==> src/hw/rtl/aide_pkg.sv <==
// shared types and codes for the array insert/delete engine
package aide_pkg;

  localparam int unsigned DATA_W = 32;
  localparam int unsigned POS_W  = 6;
  localparam int unsigned CNT_W  = 7;

  typedef enum logic [2:0] {
    OP_APPEND = 3'd0,
    OP_INSERT = 3'd1,
    OP_DELETE = 3'd2,
    OP_UPDATE = 3'd3,
    OP_READ   = 3'd4
  } op_t;

  typedef enum logic [1:0] {
    ST_OK    = 2'd0,
    ST_FULL  = 2'd1,
    ST_RANGE = 2'd2,
    ST_EMPTY = 2'd3
  } status_t;

  typedef enum logic [2:0] {
    CM_HOLD,
    CM_INSERT,
    CM_DELETE,
    CM_UPDATE,
    CM_ROTATE
  } cell_mode_t;

  typedef enum logic {
    S_IDLE,
    S_READ
  } state_t;

  typedef struct packed {
    op_t                      op;
    logic [POS_W-1:0]         position;
    logic signed [DATA_W-1:0] value;
  } in_t;

  typedef struct packed {
    logic signed [DATA_W-1:0] data;
    logic [POS_W-1:0]         index;
    status_t                  status;
    logic [CNT_W-1:0]         count;
    logic                     last;
  } out_t;

  typedef struct packed {
    cell_mode_t               mode;
    logic [CNT_W-1:0]         pos;
    logic [CNT_W-1:0]         cnt;
    logic signed [DATA_W-1:0] value;
  } cell_ctrl_t;

endpackage

==> src/hw/rtl/aide_cell.sv <==
// one list entry cell with moves to and from its neighbors
module aide_cell #(
  parameter int IDX = 0
) (
  input  logic                              clk,
  input  aide_pkg::cell_ctrl_t              ctrl,
  input  logic signed [aide_pkg::DATA_W-1:0] left_q,
  input  logic signed [aide_pkg::DATA_W-1:0] right_q,
  input  logic signed [aide_pkg::DATA_W-1:0] head_q,
  output logic signed [aide_pkg::DATA_W-1:0] q
);

  localparam logic [aide_pkg::CNT_W-1:0] MY_IDX = aide_pkg::CNT_W'(IDX);
  localparam logic [aide_pkg::CNT_W-1:0] MY_NXT = aide_pkg::CNT_W'(IDX + 1);

  logic signed [aide_pkg::DATA_W-1:0] q_r;
  logic signed [aide_pkg::DATA_W-1:0] q_nxt;

  always_comb begin
    q_nxt = q_r;
    case (ctrl.mode)
      aide_pkg::CM_INSERT: begin
        if (MY_IDX == ctrl.pos) begin
          q_nxt = ctrl.value;
        end else if (MY_IDX > ctrl.pos && MY_IDX <= ctrl.cnt) begin
          q_nxt = left_q;
        end
      end
      aide_pkg::CM_DELETE: begin
        if (MY_IDX >= ctrl.pos && MY_NXT < ctrl.cnt) begin
          q_nxt = right_q;
        end
      end
      aide_pkg::CM_UPDATE: begin
        if (MY_IDX == ctrl.pos) begin
          q_nxt = ctrl.value;
        end
      end
      aide_pkg::CM_ROTATE: begin
        if (MY_NXT < ctrl.cnt) begin
          q_nxt = right_q;
        end else if (MY_NXT == ctrl.cnt) begin
          q_nxt = head_q;
        end
      end
      default: q_nxt = q_r;
    endcase
  end

  always_ff @(posedge clk) begin
    q_r <= q_nxt;
  end

  assign q = q_r;

endmodule

==> src/hw/rtl/array_insert_delete_engine.sv <==
// top level of the array insert/delete engine: command decode and cell chain
// usage:
//   a command transfer happens on a rising edge with start high and busy low;
//   in_item carries op, position and value
//   append, insert, delete, update and unknown ops give one result in the cycle
//   after the transfer, with status and the count after the command
//   read all on a non-empty list raises busy and streams one entry per cycle,
//   the first passing the read state register and then the output register,
//   as many entries as the count, last on the final one; busy drops as the
//   final result appears, so the next command can transfer at the edge that ends it
//   read all on an empty list gives one result with the empty status
//   edits move all cells at the same clock edge; the readout rotates the
//   cells through the head cell, which leaves the list in order when it ends
//   out_valid marks each result for exactly one cycle; there is no stall
//   reset clears the count and the sequencer; cell contents are not cleared
module array_insert_delete_engine #(
  parameter int CAPACITY = 16
) (
  input  logic           clk,
  input  logic           rst_n,
  input  logic           start,
  output logic           busy,
  input  aide_pkg::in_t  in_item,
  output logic           out_valid,
  output aide_pkg::out_t out_item
);

  localparam logic [aide_pkg::CNT_W-1:0] CAP = aide_pkg::CNT_W'(CAPACITY);

  aide_pkg::state_t state_r, state_nxt;
  logic [aide_pkg::CNT_W-1:0] cnt_r, cnt_nxt;
  logic [aide_pkg::POS_W-1:0] rd_idx_r, rd_idx_nxt;
  logic                       out_valid_r, out_valid_nxt;
  aide_pkg::out_t             out_r, out_nxt;
  aide_pkg::cell_ctrl_t       ctrl;
  logic                       accept;
  logic                       rd_last;
  logic [aide_pkg::CNT_W-1:0] pos_ext;

  logic signed [aide_pkg::DATA_W-1:0] cell_q [CAPACITY];

  assign accept  = start && (state_r == aide_pkg::S_IDLE);
  assign pos_ext = {1'b0, in_item.position};
  assign rd_last = ({1'b0, rd_idx_r} + 1'b1) == cnt_r;

  // next state
  always_comb begin
    state_nxt = state_r;
    case (state_r)
      aide_pkg::S_IDLE: begin
        if (accept && in_item.op == aide_pkg::OP_READ && cnt_r != '0) begin
          state_nxt = aide_pkg::S_READ;
        end
      end
      aide_pkg::S_READ: begin
        if (rd_last) begin
          state_nxt = aide_pkg::S_IDLE;
        end
      end
      default: state_nxt = aide_pkg::S_IDLE;
    endcase
  end

  // outputs and cell control
  always_comb begin
    cnt_nxt       = cnt_r;
    rd_idx_nxt    = rd_idx_r;
    out_valid_nxt = 1'b0;
    out_nxt       = '0;
    ctrl          = '0;
    ctrl.mode     = aide_pkg::CM_HOLD;
    ctrl.cnt      = cnt_r;
    ctrl.pos      = pos_ext;
    ctrl.value    = in_item.value;
    case (state_r)
      aide_pkg::S_IDLE: begin
        if (accept) begin
          out_valid_nxt  = 1'b1;
          out_nxt.status = aide_pkg::ST_OK;
          out_nxt.last   = 1'b1;
          case (in_item.op)
            aide_pkg::OP_APPEND: begin
              if (cnt_r >= CAP) begin
                out_nxt.status = aide_pkg::ST_FULL;
              end else begin
                ctrl.mode = aide_pkg::CM_INSERT;
                ctrl.pos  = cnt_r;
                cnt_nxt   = cnt_r + 1'b1;
              end
            end
            aide_pkg::OP_INSERT: begin
              if (cnt_r >= CAP) begin
                out_nxt.status = aide_pkg::ST_FULL;
              end else if (pos_ext > cnt_r) begin
                out_nxt.status = aide_pkg::ST_RANGE;
              end else begin
                ctrl.mode = aide_pkg::CM_INSERT;
                cnt_nxt   = cnt_r + 1'b1;
              end
            end
            aide_pkg::OP_DELETE: begin
              if (pos_ext >= cnt_r) begin
                out_nxt.status = aide_pkg::ST_RANGE;
              end else begin
                ctrl.mode = aide_pkg::CM_DELETE;
                cnt_nxt   = cnt_r - 1'b1;
              end
            end
            aide_pkg::OP_UPDATE: begin
              if (pos_ext >= cnt_r) begin
                out_nxt.status = aide_pkg::ST_RANGE;
              end else begin
                ctrl.mode = aide_pkg::CM_UPDATE;
              end
            end
            aide_pkg::OP_READ: begin
              if (cnt_r == '0) begin
                out_nxt.status = aide_pkg::ST_EMPTY;
              end else begin
                out_valid_nxt = 1'b0;
                rd_idx_nxt    = '0;
              end
            end
            default: out_nxt.status = aide_pkg::ST_OK;
          endcase
          out_nxt.count = cnt_nxt;
        end
      end
      aide_pkg::S_READ: begin
        ctrl.mode      = aide_pkg::CM_ROTATE;
        out_valid_nxt  = 1'b1;
        out_nxt.data   = cell_q[0];
        out_nxt.index  = rd_idx_r;
        out_nxt.status = aide_pkg::ST_OK;
        out_nxt.count  = cnt_r;
        out_nxt.last   = rd_last;
        rd_idx_nxt     = rd_idx_r + 1'b1;
      end
      default: ctrl.mode = aide_pkg::CM_HOLD;
    endcase
  end

  always_ff @(posedge clk) begin
    if (!rst_n) begin
      state_r     <= aide_pkg::S_IDLE;
      cnt_r       <= '0;
      rd_idx_r    <= '0;
      out_valid_r <= 1'b0;
    end else begin
      state_r     <= state_nxt;
      cnt_r       <= cnt_nxt;
      rd_idx_r    <= rd_idx_nxt;
      out_valid_r <= out_valid_nxt;
    end
  end

  always_ff @(posedge clk) begin
    out_r <= out_nxt;
  end

  for (genvar i = 0; i < CAPACITY; i++) begin : g_cell
    logic signed [aide_pkg::DATA_W-1:0] left_d;
    logic signed [aide_pkg::DATA_W-1:0] right_d;
    if (i == 0) begin : g_first
      assign left_d = '0;
    end else begin : g_mid_l
      assign left_d = cell_q[i-1];
    end
    if (i == CAPACITY - 1) begin : g_final
      assign right_d = '0;
    end else begin : g_mid_r
      assign right_d = cell_q[i+1];
    end
    aide_cell #(
      .IDX(i)
    ) u_cell (
      .clk    (clk),
      .ctrl   (ctrl),
      .left_q (left_d),
      .right_q(right_d),
      .head_q (cell_q[0]),
      .q      (cell_q[i])
    );
  end

  assign busy      = (state_r == aide_pkg::S_READ);
  assign out_valid = out_valid_r;
  assign out_item  = out_r;

  a_cnt_bound: assert property (@(posedge clk) disable iff (!rst_n)
    cnt_r <= CAP)
    else $error("count above capacity");

  a_read_nonempty: assert property (@(posedge clk) disable iff (!rst_n)
    (state_r == aide_pkg::S_READ) |-> ({1'b0, rd_idx_r} < cnt_r))
    else $error("readout index past count");

  a_edit_result: assert property (@(posedge clk) disable iff (!rst_n)
    (accept && in_item.op != aide_pkg::OP_READ) |=> (out_valid_r && out_r.last))
    else $error("edit transfer without result");

  a_read_end: assert property (@(posedge clk) disable iff (!rst_n)
    (state_r == aide_pkg::S_READ && rd_last) |=>
      (state_r == aide_pkg::S_IDLE && out_valid_r && out_r.last))
    else $error("readout did not end with last");

endmodule

==> config.mk <==
export PLATFORM = sky130hd
export DESIGN_NAME = array_insert_delete_engine
export DESIGN_NICKNAME = d
export VERILOG_FILES = /design/src/hw/rtl/aide_pkg.sv /design/src/hw/rtl/aide_cell.sv /design/src/hw/rtl/array_insert_delete_engine.sv
export SDC_FILE = /design/constraint.sdc
export NUM_CORES = 2
export LEC_CHECK = 0
export BUFFER_PORTS_ARGS = -buffer_cell sky130_fd_sc_hd__buf_2
export CORE_MARGIN = 1
export CORE_UTILIZATION = 46
export CTS_CLUSTER_SIZE = 12
export DETAILED_ROUTE_END_ITERATION = 6
export HOLD_SLACK_MARGIN = 0.1
export PLACE_DENSITY = 0.74
export SYNTH_ARGS = -nofsm -noshare
export SYNTH_HDL_FRONTEND = slang
export SYNTH_SLANG_ARGS = --single-unit
==> constraint.sdc <==
create_clock -name clk -period 5.35 [get_ports clk]
set_clock_uncertainty 0.15 [all_clocks]
set_input_delay 0.8025 -clock clk [delete_from_list [all_inputs] [get_ports clk]]
set_output_delay 0.8025 -clock clk [all_outputs]
set_load 0.005 [all_outputs]
==> metrics.txt <==
hold crit path type=in -> reg; status=finished with violations; final setup vio count=0; cell count after synthesis=3515; Worst EP required=5.69 ns; cts bufs inserted=61; Hold Vio Cnt, Final=0; worst reg2reg path endpoint=g_cell[7].u_cell.q[11]$_DFFE_PP_; Initial Utilization=46.6%; Hold WS=0.282 ns; Area growth, synth to finish=9.65%; vias per inst=7.09; P_leak=14.1 nW; Slew @ Worst Pin=1.32 ns; Clock Path Buffers=3; die width=277 um; Max Slew Vio Count=0; ys async rst share=0%; vias in the first global route=29.6k; Distinct cells, synth=87; Critical Path End=g_cell[7].u_cell.q[11]$_DFFE_PP_; RSZ-0062 raised after global routing=no; FILL cells=6560; CP Max Fanout=32; critical path data arrival time=4.92 ns; Synthesized Nets=3572; nets=3445; routability-driven placement congestion ratio=1.01; crit start category=flip-flop; Final ANT Viol Nets=0; first-pass GRT wire length=186000 um; total grt overflow=0; CTS tree=done; R2R depth=11; Critical R2R Launch=cnt_r[0]$_SDFFE_PN0P_; total core area=0.0747 mm2; Max-slew headroom=11.8%; Avg WL per Cell=28.3 um; hpwl dp=75700 um; layout cells sized above 1=17.1%; worst vdd ir=304 uV; post-synthesis cell area=0.0348 mm2; Avg Cell Area, Syn=9.91 um2; cts repair resizes=0; DRT iter0 DRCs=6599; violated checks=design-rule violations; Worst-Skew Late Latency=0.66 ns; crit path kind=reg -> reg; Residual DRC=153; CP Capture Type=flip-flop; H-tree Lvls=2; crit path launch=cnt_r[0]$_SDFFE_PN0P_; Reg clk slew, reported paths=0.06 ns; PD cells=291 mW/mm2; initial antenna violation count=6; Rows=100; DRT Pass-1 Iters=7; fmax=218 MHz; max_cap viols=0; CTS Hold Bufs=0; # IOs=94; Die Ht=277 um; clk sinks=575; period utilization=85.6%; clk root buf=clkbuf_16; Syn. warnings=0; Period minus WS final=4.58 ns; drt total wl=125000 um; die footprint=0.0768 mm2; number of enable flip-flop cells after synthesis=512; IO buf count=93; Fin Setup TNS=0 ns; All-Layer GR Usage=31.2%; largest net degree at the start of global routing=169; R2R setup slack=0.77 ns; Synth Register Bits=575; total vias in the final route=31.3k; postcts setup bufs=0; dominant synthesized flop cell=edfxtp_1; post-synthesis sequential area ratio=47.8%
## final cells by class
cell class	count	area [um2]	area share [%]
clock inverters	24	220	0.577
diodes	3	7.51	0.0197
multi-input cells	2462	16600	43.4
well taps	969	1210	3.17
flip-flops and latches	575	16600	43.6
clock buffers	89	1720	4.50
inverters	86	325	0.852
repair buffers	202	1500	3.92
## critical path: stages (launching register included)
cell,delay [ns]
dfxtp_1,0.32
buf_4,0.23
inv_1,0.19
ha_1,0.34
nor3_2,0.33
a31o_1,0.48
buf_4,0.32
a2111oi_2,0.12
a21oi_1,0.61
nor2_1,0.18
nor2_4,0.83
a221o_1,0.29
## metal layers
layer,track usage (%),up-vias,share of wire (%),wire [um]
li1,-,13266,-,-
met1,40.3,14993,37,45600
met2,48.6,2550,44,55400
met3,8.60,467,14,17400
met4,13.8,8,4.9,6160
met5,0,-,0.044,55
## metrics by stage
step	area, um2	worst slack [ns]	utilization (%)	power [W]	instances
5_1_grt	38200	0.758	51.1	0.0114	4407
3_5_place_dp	36200	0.956	48.5	0.00694	4294
2_1_floorplan	34900	0.000419	-	0.00640	3515
3_3_place_gp	36200	1.05	48.5	0.00690	4294
4_1_cts	38200	0.960	51.1	0.0111	4407
6_report	38200	0.771	51.1	0.0111	4410
## sequential cells by signal (all words and copies together) (netlist names)
register and cells:
rd_idx_r 6, g_cell.u_cell.q 512, out_item 48, out_valid 1, cnt_r 7, busy 1
## kinds of logic after synthesis
logic type,after synthesis,share of synthesized area (%)
and+or+nand+nor,1235,14.4
AOI/OAI and AO/OA,903,21.9
DFF,575,47.8
buffers and inverters,478,5.87
muxes,303,9.44
adders and majority gates,13,0.467
xor gates and xnor gates,8,0.201
## how the worst min path moves through the flow
stage / startpoint / endpoint / cells past startpoint
6_report: rst_n / cnt_r[4]$_SDFFE_PN0P_ / 2
4_1_cts: rst_n / cnt_r[4]$_SDFFE_PN0P_ / 2
2_1_floorplan: rd_idx_r[5]$_SDFFE_PN0P_ / out_item[15]$_SDFF_PN0_ / 1
3_3_place_gp: rd_idx_r[5]$_SDFFE_PN0P_ / out_item[15]$_SDFF_PN0_ / 1
3_5_place_dp: rd_idx_r[5]$_SDFFE_PN0P_ / out_item[15]$_SDFF_PN0_ / 1
5_1_grt: rst_n / cnt_r[4]$_SDFFE_PN0P_ / 2
## layout by cell type, fill, tap and decap left out, drive strengths merged, types with 9 or more instances in the layout
cell,count
a22o,47
o21ai,190
a211oi,10
edfxtp,512
inv,86
dfxtp,63
nand2b,9
buf,202
nand3,22
o22ai,11
mux2i,99
ha,13
nor2,87
o31ai,13
a222oi,350
a21o,10
clkinv,21
a21oi,78
a221o,126
nor3,24
clkbuf,89
mux2,204
and2,40
nand2,1018
## synthesized netlist by cell type, types with 6 or more instances
library cell | number | area (um2)
a211oi_1 | 8 | 60.1
a21o_1 | 9 | 67.6
a21oi_1 | 77 | 385
a221o_1 | 126 | 1260
a221oi_1 | 7 | 61.3
a222oi_1 | 350 | 3500
a22o_1 | 47 | 412
a22oi_1 | 6 | 45.0
a31oi_1 | 6 | 37.5
and2_1 | 39 | 244
and3_1 | 7 | 43.8
buf_1 | 37 | 139
buf_2 | 80 | 400
buf_4 | 20 | 150
buf_6 | 8 | 90.1
clkbuf_1 | 246 | 923
dfxtp_1 | 63 | 1260
edfxtp_1 | 512 | 15400
ha_1 | 13 | 163
inv_1 | 83 | 312
mux2_2 | 204 | 2300
mux2i_1 | 99 | 991
nand2_1 | 1016 | 3810
nand2b_1 | 9 | 56.3
nand3_1 | 21 | 105
nand4_1 | 8 | 50.1
nor2_1 | 79 | 297
nor2_2 | 6 | 37.5
nor3_1 | 21 | 105
nor4_1 | 6 | 37.5
o21a_1 | 7 | 52.6
o21ai_0 | 163 | 816
o21ai_1 | 25 | 125
o22ai_1 | 10 | 62.6
o31ai_4 | 8 | 170
## power by group
| part | internal, W | switching (W) | total [W] |
|---|---|---|---|
| Combinational | 0.000551 | 0.00103 | 0.00159 |
| Clock | 0.00237 | 0.00185 | 0.00421 |
| Sequential | 0.00518 | 0.000150 | 0.00533 |
Note: power is estimated with default switching activity, not from simulation.
